`src/hdl/quadratic_bezier_crossfade_gain_defines.svh`:
```
// assertion helpers shared by the crossfade gain rtl
`ifndef QUADRATIC_BEZIER_CROSSFADE_GAIN_DEFINES_SVH
`define QUADRATIC_BEZIER_CROSSFADE_GAIN_DEFINES_SVH

// same-cycle implication, checked out of reset
`define QBCG_ASSERT(lbl, ante, cons) \
	lbl: assert property (@(posedge clk) disable iff (!arst_n) (ante) |-> (cons)) \
		else $error("qbcg assertion failed");

// next-cycle implication, checked out of reset
`define QBCG_ASSERT_NXT(lbl, ante, cons) \
	lbl: assert property (@(posedge clk) disable iff (!arst_n) (ante) |=> (cons)) \
		else $error("qbcg assertion failed");

`endif

```
`src/hdl/qbcg_pkg.sv`:
```
`timescale 1ns / 1ps
package qbcg_pkg;
	localparam int FRAC_BITS = 16;
	localparam int ONE_W = FRAC_BITS + 1;
	localparam int CP_W = 16;
	localparam int IDX_W = 1;
	localparam int D_W = 2 * FRAC_BITS;
	localparam int ROOT_W = FRAC_BITS;
	localparam int REM_W = D_W + 2;
	localparam int DEN_W = ONE_W;
	localparam int NUM_W = ONE_W + FRAC_BITS;
	localparam int QUO_W = 22;
	localparam int DSH_W = DEN_W + QUO_W;
	localparam int MUL_W = 2 * ONE_W;
	localparam int QUEUE_DEPTH = 4;

	localparam logic [ONE_W-1:0] ONE = ONE_W'(1) << FRAC_BITS;
	localparam logic [ONE_W-1:0] HALF = ONE_W'(1) << (FRAC_BITS - 1);
	localparam logic [CP_W-1:0] LO_CLAMP = CP_W'(((1 << FRAC_BITS) * 5 + 50) / 100);
	localparam logic [CP_W-1:0] HI_CLAMP = CP_W'((1 << FRAC_BITS) - ((1 << FRAC_BITS) * 5 + 50) / 100);
	localparam logic [CP_W-1:0] CP_RESET = CP_W'(1 << (FRAC_BITS - 1));

	typedef enum logic [IDX_W-1:0] {
		REG_CONTROL_X = 1'b0,
		REG_CONTROL_Y = 1'b1
	} reg_idx_t;

	// queue entry: clamped discriminant and saturated position
	typedef struct packed {
		logic [D_W-1:0] disc;
		logic [ONE_W-1:0] x;
	} work_t;

	typedef struct packed {
		logic full;
		logic empty;
	} q_stat_t;

	function automatic logic [CP_W-1:0] clamp_cp(input logic [CP_W-1:0] v);
		logic [CP_W-1:0] r;
		if (v < LO_CLAMP) r = LO_CLAMP;
		else if (v > HI_CLAMP) r = HI_CLAMP;
		else r = v;
		return r;
	endfunction
endpackage

```
`src/hdl/qbcg_fifo.sv`:
```
`timescale 1ns / 1ps
`include "quadratic_bezier_crossfade_gain_defines.svh"
module qbcg_fifo #(
	parameter int DEPTH = qbcg_pkg::QUEUE_DEPTH
) (
	input  logic              clk,
	input  logic              arst_n,
	input  logic              push,
	input  qbcg_pkg::work_t   push_data,
	input  logic              pop,
	output qbcg_pkg::work_t   head,
	output qbcg_pkg::q_stat_t stat
);
	import qbcg_pkg::*;

	localparam int PTR_W = (DEPTH > 1) ? $clog2(DEPTH) : 1;
	localparam int CNT_W = $clog2(DEPTH + 1);

	work_t mem_q [0:DEPTH-1];
	logic [PTR_W-1:0] wr_ptr_q;
	logic [PTR_W-1:0] rd_ptr_q;
	logic [CNT_W-1:0] cnt_q;

	assign head = mem_q[rd_ptr_q];
	assign stat.full = (cnt_q == CNT_W'(DEPTH));
	assign stat.empty = (cnt_q == '0);

	always_ff @(posedge clk) begin
		if (push) begin
			mem_q[wr_ptr_q] <= push_data;
		end
	end

	always_ff @(posedge clk or negedge arst_n) begin
		if (!arst_n) begin
			wr_ptr_q <= '0;
			rd_ptr_q <= '0;
			cnt_q <= '0;
		end else begin
			if (push) begin
				wr_ptr_q <= (wr_ptr_q == PTR_W'(DEPTH - 1)) ? '0 : wr_ptr_q + 1'b1;
			end
			if (pop) begin
				rd_ptr_q <= (rd_ptr_q == PTR_W'(DEPTH - 1)) ? '0 : rd_ptr_q + 1'b1;
			end
			if (push && !pop) cnt_q <= cnt_q + 1'b1;
			else if (pop && !push) cnt_q <= cnt_q - 1'b1;
		end
	end

	`QBCG_ASSERT(a_no_overflow, push && stat.full, pop)
	`QBCG_ASSERT(a_no_underflow, pop, !stat.empty)
	`QBCG_ASSERT_NXT(a_count_up, push && !pop, cnt_q == $past(cnt_q) + 1'b1)
endmodule

```
`config.mk`:
```
export PLATFORM = sky130hd
export DESIGN_NAME = qbcg_fifo
export DESIGN_NICKNAME = d
export VERILOG_FILES = /design/src/hdl/qbcg_pkg.sv /design/src/hdl/qbcg_fifo.sv
export VERILOG_INCLUDE_DIRS = /design/src /design/src/hdl
export SDC_FILE = /design/constraint.sdc
export NUM_CORES = 1
export LEC_CHECK = 0
export BUFFER_PORTS_ARGS = -buffer_cell sky130_fd_sc_hd__buf_4
export CORE_MARGIN = 3
export CORE_UTILIZATION = 45
export DETAILED_ROUTE_END_ITERATION = 7
export PLACE_DENSITY = 0.77
export SKIP_LAST_GASP = 1
export SYNTH_ARGS = -nofsm -noshare
export SYNTH_HDL_FRONTEND = slang
export SYNTH_SLANG_ARGS = --single-unit
```
`constraint.sdc`:
```
create_clock -name clk -period 2.45 [get_ports clk]
set_clock_uncertainty 0.1 [all_clocks]
set_input_delay 0.3675 -clock clk [delete_from_list [all_inputs] [get_ports clk]]
set_output_delay 0.3675 -clock clk [all_outputs]
set_load 0.05 [all_outputs]
```
==> results.txt <==
Status: finished clean
Sw Pwr: 4690 µW
Reg-to-Reg End: mem_q[0][32]$_DFFE_PP_
H-tree depth: 1
M3 GR Usage: 3.34%
Internal power: 8460 µW
Tightest Hold Check Type: in -> reg
Starting DRC count in detailed routing: 186
Crit share post-route: 98.5%
Yosys warning count: 0
Pwr/cell area: 1320 nW/µm²
Die height: 135 µm
Die width: 135 µm
RSZ-0062 raised after global routing: true
Finish-stage setup viols: 0
CTS Buffer Depth: 3
Dpl cells: 613
Leak pwr: 0.00351 µW
First-pass detailed-route iteration total: 4
Post-route setup TNS: 0 ns
Via density: 5.12
Antenna Cells: 0
Vias in the first global route: 4097
Setup Crit Path Kind: reg -> out
CTS Buf Count: 22
Post-Route WL: 14300 µm
DPL Wire Length: 8460 µm
Area grow syn2layout: 32.2%
Seq/Total Area, Yosys: 80.3%
Hold slack final: 0.0580 ns
Final Max Slew Viols: 0
Global-route wire length before repair: 22100 µm
Tmin final: 2.41 ns
Root buf cell: clkbuf_16
Core area: 16200 µm²
PnR worst setup slack: 0.0363 ns
Fin nets: 539
Largest net degree at the start of global routing: 32
GR peak layer: met2
Syn Area/Cell: 25.7 µm²
R2R depth: 4
Clock Sinks: 203
Drt wl/cell: 20.2 µm
CP startpoint kind: register
Max Cap Viol: 0
GR Overflow Total: 0
Initial Util: 46.7%
Hold path startpoint: push
Hold path cells: 2
I/O pin total: 104
Logic gate share of total power: 40.2%
WP data required: 1.98 ns
# fillers: 1125
Netlist cell types: 20
R2R Setup Slk: 0.65 ns
Layout cell share with drive strength beyond 1: 42.2%
Port Buffers: 103
Cell Area, Synth: 7540 µm²
Clock power frac: 24.0%
Initial antenna violation count: 0
Worst Hold End: wr_ptr_q[1]$_DFFE_PN0P_
GR Util All Layers: 15.5%
FF+latch count, synth: 203
Crit-path max FO: 8
Core Rows: 46
Clk_lat worst skew: 0.48 ns
Worst slack at placement: 0.262 ns
Worst-path clk slew: 0.06 ns
Sw frac: 35.7%
RD Place Congestion: 0.731
Slew headroom: 64.1%
Via count: 3641
# DRC: 0
Fmax: 0.414 GHz
Die area: 18400 µm²
Syn Inst Count: 294
CP Data Arrival Time: 1.95 ns
CTS tree: yes
RR Startpoint: wr_ptr_q[0]$_DFFE_PN0P_
Met2 Usage GRT: 27.3%
Hold Fails Final Rpt: 0
Syn_nets: 354
Reg power frac: 35.8%
Final Instance Count excl. Fillers: 711
Met1 GRT Util: 19.8%
Worst-Margin Slew: 0.539 ns
Antenna-violating nets left: 0
Crit end category: output pin
Peak VDD IR: 0.000807 V
==> power by group through the flow <==
| stage | clock network, µW | logic (µW) | registers [µW] |
|---|---|---|---|
| 3_3_place_gp | 0 | 4840 | 4820 |
| 6_report | 3160 | 5280 | 4710 |
| 4_1_cts | 3250 | 5080 | 4740 |
| 3_5_place_dp | 0 | 4880 | 4870 |
| 5_1_grt | 3390 | 5550 | 4760 |
| 2_1_floorplan | 0 | 3780 | 4650 |
==> logic make-up after synthesis <==
logic type | share of synthesized area, %
DFF | 80.3
muxes | 15.1
buffers and inverters | 2.06
and+or+nand+nor | 0.746
adders and majority gates | 1.26
xor gates and xnor gates | 0.348
AOI/OAI and AO/OA | 0.133
==> worst max-delay path, cell delays in order (launching register included) <==
cell and delay (ns):
dfrtp_4 0.42, buf_4 0.17, buf_12 0.15, mux4_2 0.51
buf_4 0.21
==> cells in the mapped netlist <==
library cell  instances  area [µm²]
edfxtp_1            196        5890
mux4_2               48        1080
dfrtp_1               7         175
ha_1                  6        75.1
buf_12                5         100
buf_2                 5        25.0
and2_1                4        25.0
inv_1                 4        15.0
mux2_2                3        33.8
nor2_1                3        11.3
nand2_1               2        7.51
o21ai_0               2        10.0
xor2_1                2        17.5
buf_6                 1        11.3
clkbuf_1              1        3.75
fa_1                  1        20.0
mux4_1                1        26.3
nor3_1                1        5.00
nor3b_1               1        7.51
xnor2_1               1        8.76
==> final cells by class <==
type / instances / area (µm²) / share of cell area (%)
tap: 216 / 270 / 2.71
sequential: 203 / 6070 / 60.9
clock inverter: 11 / 108 / 1.08
inverter: 4 / 15.0 / 0.151
timing repair buffer: 173 / 1580 / 15.8
multi-input combinational: 75 / 1330 / 13.4
clock buffer: 29 / 598 / 6.00
==> state kept, by name (all words and copies together), names as in the netlist <==
name and cells:
mem_q 196, rd_ptr_q 2, cnt_q 3, wr_ptr_q 2
==> worst max-delay path by stage <==
stage | startpoint | end | slack, ns | cells after the start
4_1_cts | rd_ptr_q[0]$_DFFE_PN0P_ | head[34] | -0.02 | 3
5_1_grt | rd_ptr_q[0]$_DFFE_PN0P_ | head[17] | -0.02 | 4
6_report | rd_ptr_q[0]$_DFFE_PN0P_ | head[2] | 0.04 | 4
3_3_place_gp | rd_ptr_q[0]$_DFFE_PN0P_ | head[34] | 0.27 | 3
3_5_place_dp | rd_ptr_q[0]$_DFFE_PN0P_ | head[34] | 0.26 | 3
2_1_floorplan | wr_ptr_q[0]$_DFFE_PN0P_ | mem_q[0][0]$_DFFE_PP_ | 0.15 | 3
==> cell usage in the layout (no fill, tap or decap), types with 2 or more instances in the layout <==
cell type / Yosys / final
buf_6: 1 / 2
edfxtp_1: 196 / 196
dfrtp_1: 7 / 5
mux2_2: 3 / 3
xor2_1: 2 / 2
dlygate4sd3_1: 0 / 50
buf_4: 0 / 110
clkinvlp_4: 0 / 2
and2_2: 0 / 4
inv_1: 4 / 4
mux4_2: 48 / 48
clkinv_1: 0 / 5
clkbuf_1: 1 / 6
o21ai_0: 2 / 2
clkbuf_16: 0 / 26
nor2_1: 3 / 3
ha_1: 6 / 6
bufinv_16: 0 / 2
buf_12: 5 / 7
nand2_1: 2 / 2
dfrtp_4: 0 / 2
==> layer usage <==
layer  vias up  part of all wire (%)
li1       1627                     -
met1      1874                    40
met2       117                    53
met3        23                   5.6
met4         0                   1.6
met5         -                     0
==> through the flow <==
step	util, %	area, µm²	power, µW
2_1_floorplan	-	7540	8430
3_3_place_gp	53.2	8610	9660
3_5_place_dp	53.2	8610	9750
4_1_cts	60.9	9850	13100
5_1_grt	61.7	9970	13700
6_report	61.7	9970	13200
==> timing repair <==
item                                    4_1_cts  5_1_grt
hold buffers                                 50        0
pin swaps                                     0        0
endpoints found under the hold margin       203        0
gates resized for setup                       1        7
gates cloned                                  0        3
endpoints found under the setup margin       46       26
setup buffers                                 3        2
(Power assumes the default switching activity.)
