**src/hdl/quadratic_bezier_crossfade_gain_defines.svh**
```systemverilog
// assertion helpers shared by the crossfade gain rtl
`ifndef QUADRATIC_BEZIER_CROSSFADE_GAIN_DEFINES_SVH
`define QUADRATIC_BEZIER_CROSSFADE_GAIN_DEFINES_SVH

// same-cycle implication, checked out of reset
`define QBCG_ASSERT(lbl, ante, cons) \
	lbl: assert property (@(posedge clk) disable iff (!arst_n) (ante) |-> (cons)) \
		else $error("qbcg assertion failed");

// next-cycle implication, checked out of reset
`define QBCG_ASSERT_NXT(lbl, ante, cons) \
	lbl: assert property (@(posedge clk) disable iff (!arst_n) (ante) |=> (cons)) \
		else $error("qbcg assertion failed");

`endif

```
**src/hdl/qbcg_pkg.sv**
```systemverilog
`timescale 1ns / 1ps
package qbcg_pkg;
	localparam int FRAC_BITS = 16;
	localparam int ONE_W = FRAC_BITS + 1;
	localparam int CP_W = 16;
	localparam int IDX_W = 1;
	localparam int D_W = 2 * FRAC_BITS;
	localparam int ROOT_W = FRAC_BITS;
	localparam int REM_W = D_W + 2;
	localparam int DEN_W = ONE_W;
	localparam int NUM_W = ONE_W + FRAC_BITS;
	localparam int QUO_W = 22;
	localparam int DSH_W = DEN_W + QUO_W;
	localparam int MUL_W = 2 * ONE_W;
	localparam int QUEUE_DEPTH = 4;

	localparam logic [ONE_W-1:0] ONE = ONE_W'(1) << FRAC_BITS;
	localparam logic [ONE_W-1:0] HALF = ONE_W'(1) << (FRAC_BITS - 1);
	localparam logic [CP_W-1:0] LO_CLAMP = CP_W'(((1 << FRAC_BITS) * 5 + 50) / 100);
	localparam logic [CP_W-1:0] HI_CLAMP = CP_W'((1 << FRAC_BITS) - ((1 << FRAC_BITS) * 5 + 50) / 100);
	localparam logic [CP_W-1:0] CP_RESET = CP_W'(1 << (FRAC_BITS - 1));

	typedef enum logic [IDX_W-1:0] {
		REG_CONTROL_X = 1'b0,
		REG_CONTROL_Y = 1'b1
	} reg_idx_t;

	// queue entry: clamped discriminant and saturated position
	typedef struct packed {
		logic [D_W-1:0] disc;
		logic [ONE_W-1:0] x;
	} work_t;

	typedef struct packed {
		logic full;
		logic empty;
	} q_stat_t;

	function automatic logic [CP_W-1:0] clamp_cp(input logic [CP_W-1:0] v);
		logic [CP_W-1:0] r;
		if (v < LO_CLAMP) r = LO_CLAMP;
		else if (v > HI_CLAMP) r = HI_CLAMP;
		else r = v;
		return r;
	endfunction
endpackage

```
**src/hdl/qbcg_if.sv**
```systemverilog
`timescale 1ns / 1ps
interface qbcg_pos_if;
	import qbcg_pkg::*;
	logic valid;
	logic ready;
	logic [ONE_W-1:0] position;
	modport source(output valid, output position, input ready);
	modport sink(input valid, input position, output ready);
endinterface


```
**src/hdl/qbcg_front.sv**
```systemverilog
`timescale 1ns / 1ps
module qbcg_front (
	input  logic                        clk,
	input  logic                        arst_n,
	qbcg_pos_if.sink                    pos_chan,
	input  logic [qbcg_pkg::CP_W-1:0]   cx,
	input  qbcg_pkg::q_stat_t           q_stat,
	output logic                        push,
	output qbcg_pkg::work_t             push_data
);
	import qbcg_pkg::*;

	logic [ONE_W-1:0] x_sat;
	logic signed [ONE_W:0] a_coef;
	logic signed [2*ONE_W+1:0] ax;
	logic [D_W-1:0] cxsq_q;
	logic valid_s1;
	logic signed [2*ONE_W+1:0] ax_s1;
	logic [ONE_W-1:0] x_s1;
	logic signed [2*ONE_W+2:0] dsum;
	logic take;

	assign pos_chan.ready = !valid_s1 || !q_stat.full;
	assign take = pos_chan.valid && pos_chan.ready;
	assign x_sat = (pos_chan.position > ONE) ? ONE : pos_chan.position;
	assign a_coef = $signed({1'b0, ONE}) - $signed({1'b0, cx, 1'b0});
	assign ax = (2*ONE_W+2)'(a_coef) * (2*ONE_W+2)'($signed({1'b0, x_sat}));

	// cx squared follows the register; config must only change while idle, which the block does not enforce
	always_ff @(posedge clk) begin
		cxsq_q <= D_W'(cx) * D_W'(cx);
	end

	always_ff @(posedge clk or negedge arst_n) begin
		if (!arst_n) begin
			valid_s1 <= 1'b0;
		end else if (pos_chan.ready) begin
			valid_s1 <= take;
		end
	end

	always_ff @(posedge clk) begin
		if (take) begin
			ax_s1 <= ax;
			x_s1 <= x_sat;
		end
	end

	// discriminant, negative clamps to zero
	assign dsum = $signed({3'b0, cxsq_q}) + (2*ONE_W+3)'(ax_s1);
	assign push = valid_s1 && !q_stat.full;
	assign push_data.disc = dsum[2*ONE_W+2] ? '0 : dsum[D_W-1:0];
	assign push_data.x = x_s1;
endmodule

```
**src/flat_wrapper.sv**
```systemverilog
// flat-port wrapper written by rule: the top's interface ports become plain ports
module qbcg_front_flat import qbcg_pkg::*;
  (clk, arst_n, cx, q_stat, push, push_data, pos_chan_valid, pos_chan_position, pos_chan_ready);
  qbcg_pos_if pos_chan_i ();
  input  logic clk;
  input  logic arst_n;
  input  logic [qbcg_pkg::CP_W-1:0] cx;
  input  qbcg_pkg::q_stat_t q_stat;
  output logic push;
  output qbcg_pkg::work_t push_data;
  input wire logic [$bits(pos_chan_i.valid)-1:0] pos_chan_valid;
  input wire logic [$bits(pos_chan_i.position)-1:0] pos_chan_position;
  output wire logic [$bits(pos_chan_i.ready)-1:0] pos_chan_ready;
  assign pos_chan_i.valid = pos_chan_valid;
  assign pos_chan_i.position = pos_chan_position;
  assign pos_chan_ready = pos_chan_i.ready;
  qbcg_front u_core (.clk(clk), .arst_n(arst_n), .pos_chan(pos_chan_i), .cx(cx), .q_stat(q_stat), .push(push), .push_data(push_data));
endmodule
```
**config.mk**
```make
export PLATFORM = sky130hd
export DESIGN_NAME = qbcg_front_flat
export DESIGN_NICKNAME = d
export VERILOG_FILES = /design/src/hdl/quadratic_bezier_crossfade_gain_defines.svh /design/src/hdl/qbcg_pkg.sv /design/src/hdl/qbcg_if.sv /design/src/hdl/qbcg_front.sv /design/src/flat_wrapper.sv
export SDC_FILE = /design/constraint.sdc
export NUM_CORES = 1
export LEC_CHECK = 0
export ABC_CLOCK_PERIOD_IN_PS = 6000
export BUFFER_PORTS_ARGS = -buffer_cell sky130_fd_sc_hd__buf_2
export CAP_MARGIN = 20
export CORE_ASPECT_RATIO = 0.5
export CORE_UTILIZATION = 59
export DETAILED_ROUTE_END_ITERATION = 6
export PLACE_DENSITY = 0.77
export SLEW_MARGIN = 20
export SYNTH_ARGS = -nofsm -noshare
export SYNTH_HDL_FRONTEND = slang
export SYNTH_SLANG_ARGS = --single-unit
```
**constraint.sdc**
```tcl
create_clock -name clk -period 6 [get_ports clk]
set_input_delay 0.6 -clock clk [delete_from_list [all_inputs] [get_ports clk]]
set_output_delay 0.6 -clock clk [all_outputs]
set_load 0.03 [all_outputs]
```
==> results.md <==
* FF+latch area at approximately 0.0022 mm^2
* First-pass GRT wire length at approximately 110000 um
* Adder-Cell Fraction of Synth Area at 0.534
* CTS tree: yes
* Levels on crit path at 32
* Crit path arrival time at slightly below 8 ns
* Gr usage total at 0.364
* Register area share after synthesis at 0.0985
* Final hold slack at approximately 0.42 ns
* Most used DFF post-synth: edfxtp_1
* CTS Buf Count at 9
* Post-synth EDFFs at 52
* Placed cell count at between 3000 and 4000
* CP max stage delay at between 0.5 and 0.6 ns
* Outcome: complete, but fails checks
* DRT Wirelength at 72200 um
* Fin crit period at ~7.8 ns
* Yosys warning count at 0
* DR WL/cell at 20.6 um
* Pre-CTS WS at -2.10 ns
* # nets final at 3719
* Die Height at roughly 140 um
* Worst-Skew Late Latency at 0.39 ns
* Layout Cells excl Fill at between 3000 and 4000
* FILL cells at ~2200
* Initial Util at 0.599
* Tcrit/Tclk final at 1.30
* Slowest stage cell, crit path: fa_1
* Commonest non-fill, non-tap cell in the layout: inv_1
* Synth Area in Compound Gates at 0.0715
* DIE WIDTH at roughly 280 um
* Htree depth at 3
* Pin count of the biggest net entering global routing at 53
* Mapped Area at approximately 0.022 mm^2
* Post-synthesis mux area share at 0.000949
* Worst-path fanout max at 4
* # setup viols final at 36
* GR Overflow Total at 0
* # DRC at 0
* Hold crit path type: input port to flop
* Mapped Cells at roughly 2500
* Depth of the most critical reg-to-reg path at 3
* Layout cells sized above 1 at 0.271
* Slew Limit Fails at 0
* Clock sink count at 84
* Mean post-synth cell area at around 9 um^2
* CP Capture Point: u_core.ax_s1[30]
* Avg Vias per Cell at around 5.7
* Core area at approximately 0.037 mm^2
* Util after Layout at 0.773
* Crit-path most repeated cell: fa_1
* Clock transition at path regs at roughly 0.060 ns
* Largest family of logic cells by synthesized area: adder cells
* Post-Synth Simple-Gate Area at 0.132
* Worst Setup SP: cx[1]
* I/O Pins at between 80 and 90
* HPWL after DPL at around 53000 um
* Fraction of registers with async set/reset at 0.0119
* Rows at 50
* Max-cap violations at 0
* Vias at between 15000 and 20000
* Area occupied by multi-input gates at 0.0187 mm^2
* CP delay by family, top: adder cells
* CP endpoint kind: flop
* Synthesis-stage register bit count at 84
* Initial antenna violation count at 1
* Maximum buffer depth of the clock tree at 2
* Synth Area in XOR/XNOR at 0.0433
* Drt pass-1 iters at 6
* Post-synth net total at approximately 3200
* Failing checks: negative setup slack
* RR Endpoint: u_core.ax_s1[29]
* Final GP Congestion at around 0.97
* PnR worst setup slack at -1.77 ns
* Slew @ Worst Pin at between 0.8 and 0.9 ns
* RSZ-0062 raised after global routing: true
* Peak Freq at between 100 and 150 MHz
* Area Growth Syn to Fin at 29.0%
* DIE AREA at slightly below 0.04 mm^2
* Post-route clock skew at between 0.01 and 0.015 ns
* Register-to-Register Setup Slack at 4.33 ns
* Fin. Hold Viols at 0
* Critical R2R Launch: u_core.valid_s1
* # port buffers at 87
* Crit path buf inv count at 9
* Initial DRC Count at ~1700
* Critical path launch point type: input port
* Critical Path RT at 6.13 ns
* Unique cell type count in the Yosys netlist at 74
* Antenna-violating nets left at 0
* Crit Path Class: input port to flop
* Via count of the first global-routing pass at about 21000
* Slew headroom at 0.453
* Root Buffer: clkbuf_16
* Commonest cells after routing, fill and taps aside: inv_1, fa_1, buf_4
==> registers in the layout (all words and copies together), names as in the netlist <==
signal           flops
u_core.ax_s1        35
u_core.cxsq_q       31
u_core.x_s1         17
u_core.valid_s1      1
==> how the worst min path moves through the flow <==
stage / start / end / slack [ns] / cells past startpoint
2_1_floorplan: arst_n / u_core.valid_s1 / 0.30 / 0
3_3_place_gp: arst_n / u_core.valid_s1 / 0.38 / 1
3_5_place_dp: arst_n / u_core.valid_s1 / 0.38 / 1
4_1_cts: pos_chan_valid / u_core.valid_s1 / 0.41 / 2
5_1_grt: pos_chan_valid / u_core.valid_s1 / 0.43 / 2
6_report: pos_chan_valid / u_core.valid_s1 / 0.42 / 2
==> cell families (layout without fill, tap and decap cells) <==
| logic type | after synthesis | after routing |
|---|---|---|
| buffers and inverters | 710 | 1227 |
| adders and majority gates | 680 | 680 |
| and+or+nand+nor | 658 | 658 |
| AOI/OAI and AO/OA | 246 | 246 |
| xor gates and xnor gates | 109 | 109 |
| DFF | 84 | 84 |
| muxes | 2 | 2 |
| other | 0 | 1 |
==> stage by stage <==
step	area, um^2	setup TNS, ns
finish	28900	-31.45
global route	28900	-37.11
CTS	28200	-21.96
detailed placement	26900	-49.66
global placement	26900	-44.90
floorplan	23100	-25.73
==> cells in the mapped netlist (4+ instances only) <==
cell      number  area, um^2
nor4_1         7        43.8
nor2_1       209         785
nor2b_1       15        93.8
edfxtp_1      52        1560
a21boi_0       5        37.5
nand4_1        9        56.3
xor2_1        29         254
a21oi_1       76         380
or3_1          5        31.3
or2_2          5        31.3
a21o_1        27         203
and2_1        70         438
o21ai_0       50         250
clkbuf_1      54         203
nand3_1       13        65.1
o21a_1        16         120
inv_1        637        2390
o21bai_1       9        67.6
o211ai_1       4        30.0
nand2b_1      13        81.3
xnor2_1       78         683
fa_1         461        9230
clkinv_1       7        26.3
nand2_1      261         980
buf_1          6        22.5
dfxtp_1       31         621
a31oi_1        7        43.8
nor3_1        18        90.1
and3_1        16         100
a211oi_1      15         113
ha_1         219        2740
==> what timing repair did <==
| item | 4_1_cts | 5_1_grt |
|---|---|---|
| setup endpoints to repair | 41 | 38 |
| pin swaps | 102 | 84 |
| setup buffers | 51 | 32 |
| hold buffers | 1 | 0 |
| gates resized for setup | 142 | 121 |
| hold endpoints to repair | 1 | 0 |
==> worst reg2reg max path, cell delays in order (launching register included) <==
cell     delay (ns)
dfrtp_1        0.37
nand2_1        0.10
and2_2         0.15
buf_4          0.62
==> layer usage <==
layer,vias to the layer above,share of wire,GRT usage
li1,8531,-,-
met1,9794,0.35,0.451
met2,1194,0.48,0.619
met3,340,0.10,0.0656
met4,0,0.067,0.183
met5,-,0,0
==> area by class of cell <==
class,instances,area share
clock inverters,2,0.000606
clock buffers,14,0.0106
repair buffers,567,0.158
diodes,1,0.0000865
well taps,494,0.0214
inverters,644,0.0855
multi-input cells,1695,0.648
flip-flops and latches,84,0.0763
Power is left out: the tool's default activity adds up to more than one toggle a clock period on the data nets, which glitch-free logic cannot reach.
